[src/e2q_pkg.sv]
// Package for the Euler-to-quaternion block: CORDIC constants and the
// arctangent table. No dependencies.
package e2q_pkg;
    localparam int unsigned TableLen = 30;
    localparam logic [31:0] HalfDegToPhase = 32'd3054198966;
    localparam logic signed [33:0] CordicStart = 34'sd652032875;

    function automatic logic [31:0] atan_phase(input logic [4:0] idx);
        logic [31:0] v;
        begin
            case (idx)
                5'd0: v = 32'd536870912;
                5'd1: v = 32'd316933406;
                5'd2: v = 32'd167458907;
                5'd3: v = 32'd85004756;
                5'd4: v = 32'd42667331;
                5'd5: v = 32'd21354465;
                5'd6: v = 32'd10679838;
                5'd7: v = 32'd5340245;
                5'd8: v = 32'd2670163;
                5'd9: v = 32'd1335087;
                5'd10: v = 32'd667544;
                5'd11: v = 32'd333772;
                5'd12: v = 32'd166886;
                5'd13: v = 32'd83443;
                5'd14: v = 32'd41722;
                5'd15: v = 32'd20861;
                5'd16: v = 32'd10430;
                5'd17: v = 32'd5215;
                5'd18: v = 32'd2608;
                5'd19: v = 32'd1304;
                5'd20: v = 32'd652;
                5'd21: v = 32'd326;
                5'd22: v = 32'd163;
                5'd23: v = 32'd81;
                5'd24: v = 32'd41;
                5'd25: v = 32'd20;
                5'd26: v = 32'd10;
                5'd27: v = 32'd5;
                5'd28: v = 32'd3;
                5'd29: v = 32'd1;
                default: v = 32'd0;
            endcase
            return v;
        end
    endfunction

    // CORDIC vector of one angle; t_rot3 holds the three that travel from cell to cell.
    typedef struct packed {
        logic signed [33:0] x;
        logic signed [33:0] y;
        logic signed [32:0] z;
        logic               flip;
    } t_rot;

    typedef t_rot [2:0] t_rot3;

    // Q30 rounded product, half up.
    function automatic logic signed [33:0] mul_q30(input logic signed [33:0] a,
                                                   input logic signed [33:0] b);
        logic signed [67:0] p;
        begin
            p = a * b + 68'sd536870912;
            return p[63:30];
        end
    endfunction
endpackage

[src/e2q_cell.sv]
// One CORDIC rotation cell for all three angles, with one valid bit.
// Depends on e2q_pkg.
module e2q_cell import e2q_pkg::*; #(
    parameter int unsigned STAGE = 0
) (
    input  logic  i_clk,
    input  logic  i_rst_n,
    input  logic  i_en,
    input  logic  i_vld,
    input  t_rot3 i_rot,
    output logic  o_vld,
    output t_rot3 o_rot
);
    localparam logic [4:0] Idx = 5'(STAGE);
    logic [31:0] atn;
    t_rot3 n_rot, r_rot;
    logic  r_vld;

    assign atn = atan_phase(Idx);

    always_comb begin
        for (int k = 0; k < 3; k++) begin
            n_rot[k].flip = i_rot[k].flip;
            if (!i_rot[k].z[32]) begin
                n_rot[k].x = i_rot[k].x - (i_rot[k].y >>> STAGE);
                n_rot[k].y = i_rot[k].y + (i_rot[k].x >>> STAGE);
                n_rot[k].z = i_rot[k].z - $signed({1'b0, atn});
            end else begin
                n_rot[k].x = i_rot[k].x + (i_rot[k].y >>> STAGE);
                n_rot[k].y = i_rot[k].y - (i_rot[k].x >>> STAGE);
                n_rot[k].z = i_rot[k].z + $signed({1'b0, atn});
            end
        end
    end

    always_ff @(posedge i_clk) begin
        if (!i_rst_n) begin
            r_vld <= 1'b0;
        end else if (i_en) begin
            r_vld <= i_vld;
        end
        if (i_en) begin
            r_rot <= n_rot;
        end
    end

    assign o_vld = r_vld;
    assign o_rot = r_rot;
endmodule

[config.mk]
export PLATFORM = sky130hd
export DESIGN_NAME = e2q_cell
export DESIGN_NICKNAME = d
export VERILOG_FILES = /design/src/e2q_pkg.sv /design/src/e2q_cell.sv
export SDC_FILE = /design/constraint.sdc
export NUM_CORES = 1
export LEC_CHECK = 0
export BUFFER_PORTS_ARGS = -buffer_cell sky130_fd_sc_hd__buf_2
export CAP_MARGIN = 25
export CELL_PAD_IN_SITES_DETAIL_PLACEMENT = 1
export CELL_PAD_IN_SITES_GLOBAL_PLACEMENT = 1
export CORE_MARGIN = 2
export CORE_UTILIZATION = 45
export CTS_CLUSTER_DIAMETER = 120
export DETAILED_ROUTE_END_ITERATION = 10
export PLACE_DENSITY_LB_ADDON = 0.1
export SYNTH_ARGS = -nofsm -noshare
export SYNTH_HDL_FRONTEND = slang
export SYNTH_SLANG_ARGS = --single-unit
export TNS_END_PERCENT = 50
[constraint.sdc]
create_clock -name i_clk -period 9.63 [get_ports i_clk]
set_input_delay 1.926 -clock i_clk [delete_from_list [all_inputs] [get_ports i_clk]]
set_output_delay 1.926 -clock i_clk [all_outputs]
set_load 0.1 [all_outputs]
==> metrics list <==
* Result of the run: finished, final reports clean
- Clock latency on the worst-skew pair, taken at its later pin, is roughly 0.58 ns.
- The clock network accounts for between 20% and 30% of the total power.
* Root buffer cell: sky130_fd_sc_hd__clkbuf_16
- Slew at the pin closest to its max-slew limit: between 1 and 1.5 ns
* Share of the synthesized area in compound gates (AO/OA/AOI/OAI): 22.7%
- After global routing the overflow that remains totals 0.
- Combinational cells account for 47.8% of the total power.
* Total power after layout: just over 0.006 W
- Kind of end point of the critical path: register
- Top-level port count: a little over 600
- Switching fraction of total power: between 40% and 50%
* RSZ-0062 raised after global routing: no
- Top Family by Delay on Critical Path: compound AO/OA/AOI/OAI gates
* Final Hold Viols: 0
- After synthesis, the largest family of logic cells by area is compound AO/OA/AOI/OAI gates.
- Cells after synthesis: 2,940
* Count of nets left with antenna violations after detail routing: 0
* Clock transition at the registers of the reported paths: 0.06 ns
- DIE AREA: ~60,000 sq um
- In this run, flip-flops and latches consume between 20% and 30% of the power.
- Final Cycle Share: 53.6%
- Post-synth net total: 3,565
* Flop and latch count out of synthesis: between 300 and 400
- Leaving out fill and tap cells, the most frequent cells in the layout are sky130_fd_sc_hd__buf_2, sky130_fd_sc_hd__a21oi_1, sky130_fd_sc_hd__ha_1, sky130_fd_sc_hd__edfxtp_1, sky130_fd_sc_hd__inv_1.
* Critical Path Slowest Stage Cell: sky130_fd_sc_hd__ha_1
* Share of cell area taken by muxes after synthesis: roughly 1.4%
* Destination of the worst hold path: o_vld
- Clock skew: 0 ns
- Summed over all failing endpoints, the final setup total negative slack is 0 ns.
- Via count of the first global-routing pass: around 26,000
* Share of post-route cells with drive strength above 1: around 20%
- FF-to-FF path depth: 2
- Largest net degree at the start of global routing: approximately 130
- Timing would allow up to 194 MHz.
- Effective utilization at floorplan: a little under half
* Net load switching power: ~0.003 W
- Worst-path maximum fanout: 17
- Number of buffers added on ports: roughly 620
- List of cells traversed by the critical path: buf_2 > inv_1 > ha_1 > nor2_1 > a221oi_1 > a21oi_1 > a211oi_1 > o31a_1 > o21ai_0 > a21boi_0 > o31ai_1 > mux2i_1 > xnor2_1
- The first TritonRoute pass finished after 5 iterations.
- Parity-gate share of the synthesized area counting xor and xnor cells: between 6 and 7%
- The initial antenna violation count was 33.
- Vias/cell: between 5 and 6
- After detailed routing, the number of remaining DRC violations is 0.
- The worst setup path is launched from a primary input.
- Post-cts repair resize count: 0
- A synthesized cell averages approximately 8.9 sq um.
- In this run the cell area of the synthesized design comes to 26,200 sq um.
* Buffer and inverter count on the worst path: 2
- The H-tree generated during clock tree synthesis spans 2 levels.
- After detailed routing, the total wire length is between 100 and 150 mm.
* Most common cell after layout, fill and taps aside: sky130_fd_sc_hd__buf_2
- Global routing used between 30% and 40% of the available tracks across all layers.
- TritonCTS built the clock tree.
- The worst pin sits at a relative slew slack of between 30% and 40%.
- Post-CTS repair timing setup buffer count: 0
- Max IR drop VDD: 0.169 mV
- Sequential elements use 34.8% of the synthesized area.
- The synthesized design contains a little over 300 enable-type register cells.
* Data arrival time of the critical path: ~5.5 ns
* Final HPWL from detailed placement: a little over 80 mm
- Wire length of the first global-routing pass: ~150 mm
* Proportion of synthesized flip-flops having asynchronous set or reset: 0%
* Power density over cell area: roughly 200 nW/um^2
* Via count: around 25,000
- The tightest min-delay check is of the reg2reg type.
- Top flip-flop cell by instance count after synthesis: sky130_fd_sc_hd__edfxtp_1
- Area of the multi-input gates: around 15,000 sq um
- Drt first-iter violations: approximately 1,800
- Yosys printed 0 warnings.
* Area taken by flip-flops and latches: a little over 9000 sq um
- Height of the die: 245 um
- Fill cells in the final layout number about 7,000.
- After synthesis, the netlist uses between 80 and 90 different library cells.
* Pleak: 14.0 nW
- Cell internal power was estimated by the tool at between 0.003 and 0.004 W.
- Number of buffers added to fix hold violations after cts: 0
- Max-slew violations: 0
* Post-synthesis share of cell area spent on and, or, nand and nor gates: 12.5%
* Worst R2R Start: o_vld
- The clock period could shrink to roughly 5.2 ns.
- Detail-routed net length per standard cell: around 24 um
- Number of nets in the finished design: a little over 4,000
* Total number of clock tree sinks: approximately 300
- Required time at the endpoint of the critical path: around 10 ns
- The die is between 200 and 250 um wide.
- Max stage delay on crit path: 0.65 ns
- Max-cap violations in this run came to 0.
- At the end of routability-driven placement, the weighted congestion stood at 0.939.
- Row generation in the floorplan step produced ~90 rows.
- Counting the buffers created by CTS gives 38.
- The worst hold path passes through 2 cells.
- Type of the setup path with the least slack: in2reg
- Final setup violation count: 0
- Maximum number of buffers from clock root to sink: 3
- Capture point of the worst reg-to-reg path: o_vld
* Core area: 57,600 sq um
- The worst hold path begins at o_vld.
- The synthesized netlist devotes 15.4% of its cell area to adder and majority cells.
- Across all register-to-register paths, the minimum setup slack is 9.00 ns.
* Area growth, synth to finish: 18.5%
-- per-layer routing --
layer / track usage [%] / share of wire, %
met3: 5.92 / 6.8
met4: 16.8 / 4.8
met1: 40.7 / 41
met5: 0 / 0.10
met2: 54.4 / 48
-- cells in the mapped netlist (all sizes together) (7+ instances only) --
cell    count  area, sq um
nor2      245          920
ha        303         3790
a21oi     352         1770
o21bai     59          443
or3        16          100
o22ai      10         62.6
o41ai       8         77.6
a211oi     38          295
o21a       20          150
o31ai      31          233
or4         7         56.3
nand3      42          210
nand2b     33          214
nand2     152          571
inv       303         1140
a21o       62          465
clkbuf     83          312
fa         12          240
o31a        7         61.3
and2        7         43.8
xor2       27          236
xnor2     173         1520
clkinv     10         37.5
edfxtp    303         9100
and3       13         81.3
nand4      28          175
a211o      14          123
nor4       13         81.3
nor3       59          300
a221oi      8         70.1
o221ai      8         70.1
buf        47          219
or2        11         68.8
nor2b      41          257
a21boi      8         60.1
o21ai     202         1010
a31oi      31          206
o211ai     23          173
mux2i      36          360
-- layout make-up --
type | instances | area share, %
clock inverter | 22 | 0.581
sequential | 304 | 29.4
inverter | 313 | 3.79
clock buffer | 45 | 3.22
antenna | 25 | 0.202
timing repair buffer | 626 | 10.2
multi-input combinational | 2193 | 49.5
tap | 765 | 3.08
-- through the flow --
| stage | instance area, sq um | hold WS, ns | util, % | cells | worst slack [ns] |
|---|---|---|---|---|---|
| after floorplan | 26200 | 0.981 | - | 2940 | 4.91 |
| after global placement | 29800 | 0.500 | 51.7 | 4201 | 4.02 |
| after detailed placement | 29800 | 0.554 | 51.7 | 4201 | 3.89 |
| after CTS | 31000 | 0.563 | 53.8 | 4268 | 4.52 |
| after global routing | 31000 | 0.592 | 53.9 | 4289 | 4.15 |
| final | 31000 | 0.552 | 53.9 | 4293 | 4.47 |
-- logic make-up (layout without fill, tap and decap cells) --
group | after synthesis | after routing
AOI/OAI and AO/OA | 952 | 952
and+or+nand+nor | 690 | 690
buffers and inverters | 443 | 1006
adders and majority gates | 315 | 315
DFF | 304 | 304
xor gates and xnor gates | 200 | 200
muxes | 36 | 36
other | 0 | 25
-- worst max path at each step --
stage / slack [ns] / from / endpoint / cells after the start
3_3_place_gp: 4.02 / i_rot[146] / o_rot[161] / 13
2_1_floorplan: 4.91 / i_rot[34] / o_rot[66] / 11
5_1_grt: 4.15 / i_rot[146] / o_rot[195] / 13
4_1_cts: 4.52 / i_rot[146] / o_rot[195] / 13
3_5_place_dp: 3.89 / i_rot[146] / o_rot[195] / 13
6_report: 4.47 / i_rot[146] / o_rot[195] / 13
-- tightest hold or removal path: stages, from the launching register on --
cell and delay, ns:
sky130_fd_sc_hd__dfxtp_1 0.31, sky130_fd_sc_hd__mux2i_1 0.12, sky130_fd_sc_hd__nor2b_1 0.07
-- sequential cells by signal, summed over array words and instances, names as in the netlist --
register  count
o_rot       303
o_vld         1
-- power groups by stage --
| stage | clock network (W) | registers, W | logic [W] |
|---|---|---|---|
| after floorplan | 0 | 0.00313 | 0.000887 |
| after global placement | 0 | 0.00180 | 0.00285 |
| after detailed placement | 0 | 0.00181 | 0.00288 |
| after CTS | 0.00142 | 0.00178 | 0.00290 |
| after global routing | 0.00146 | 0.00180 | 0.00305 |
| final | 0.00140 | 0.00178 | 0.00291 |
No activity file was read; power rests on OpenSTA's default activity.
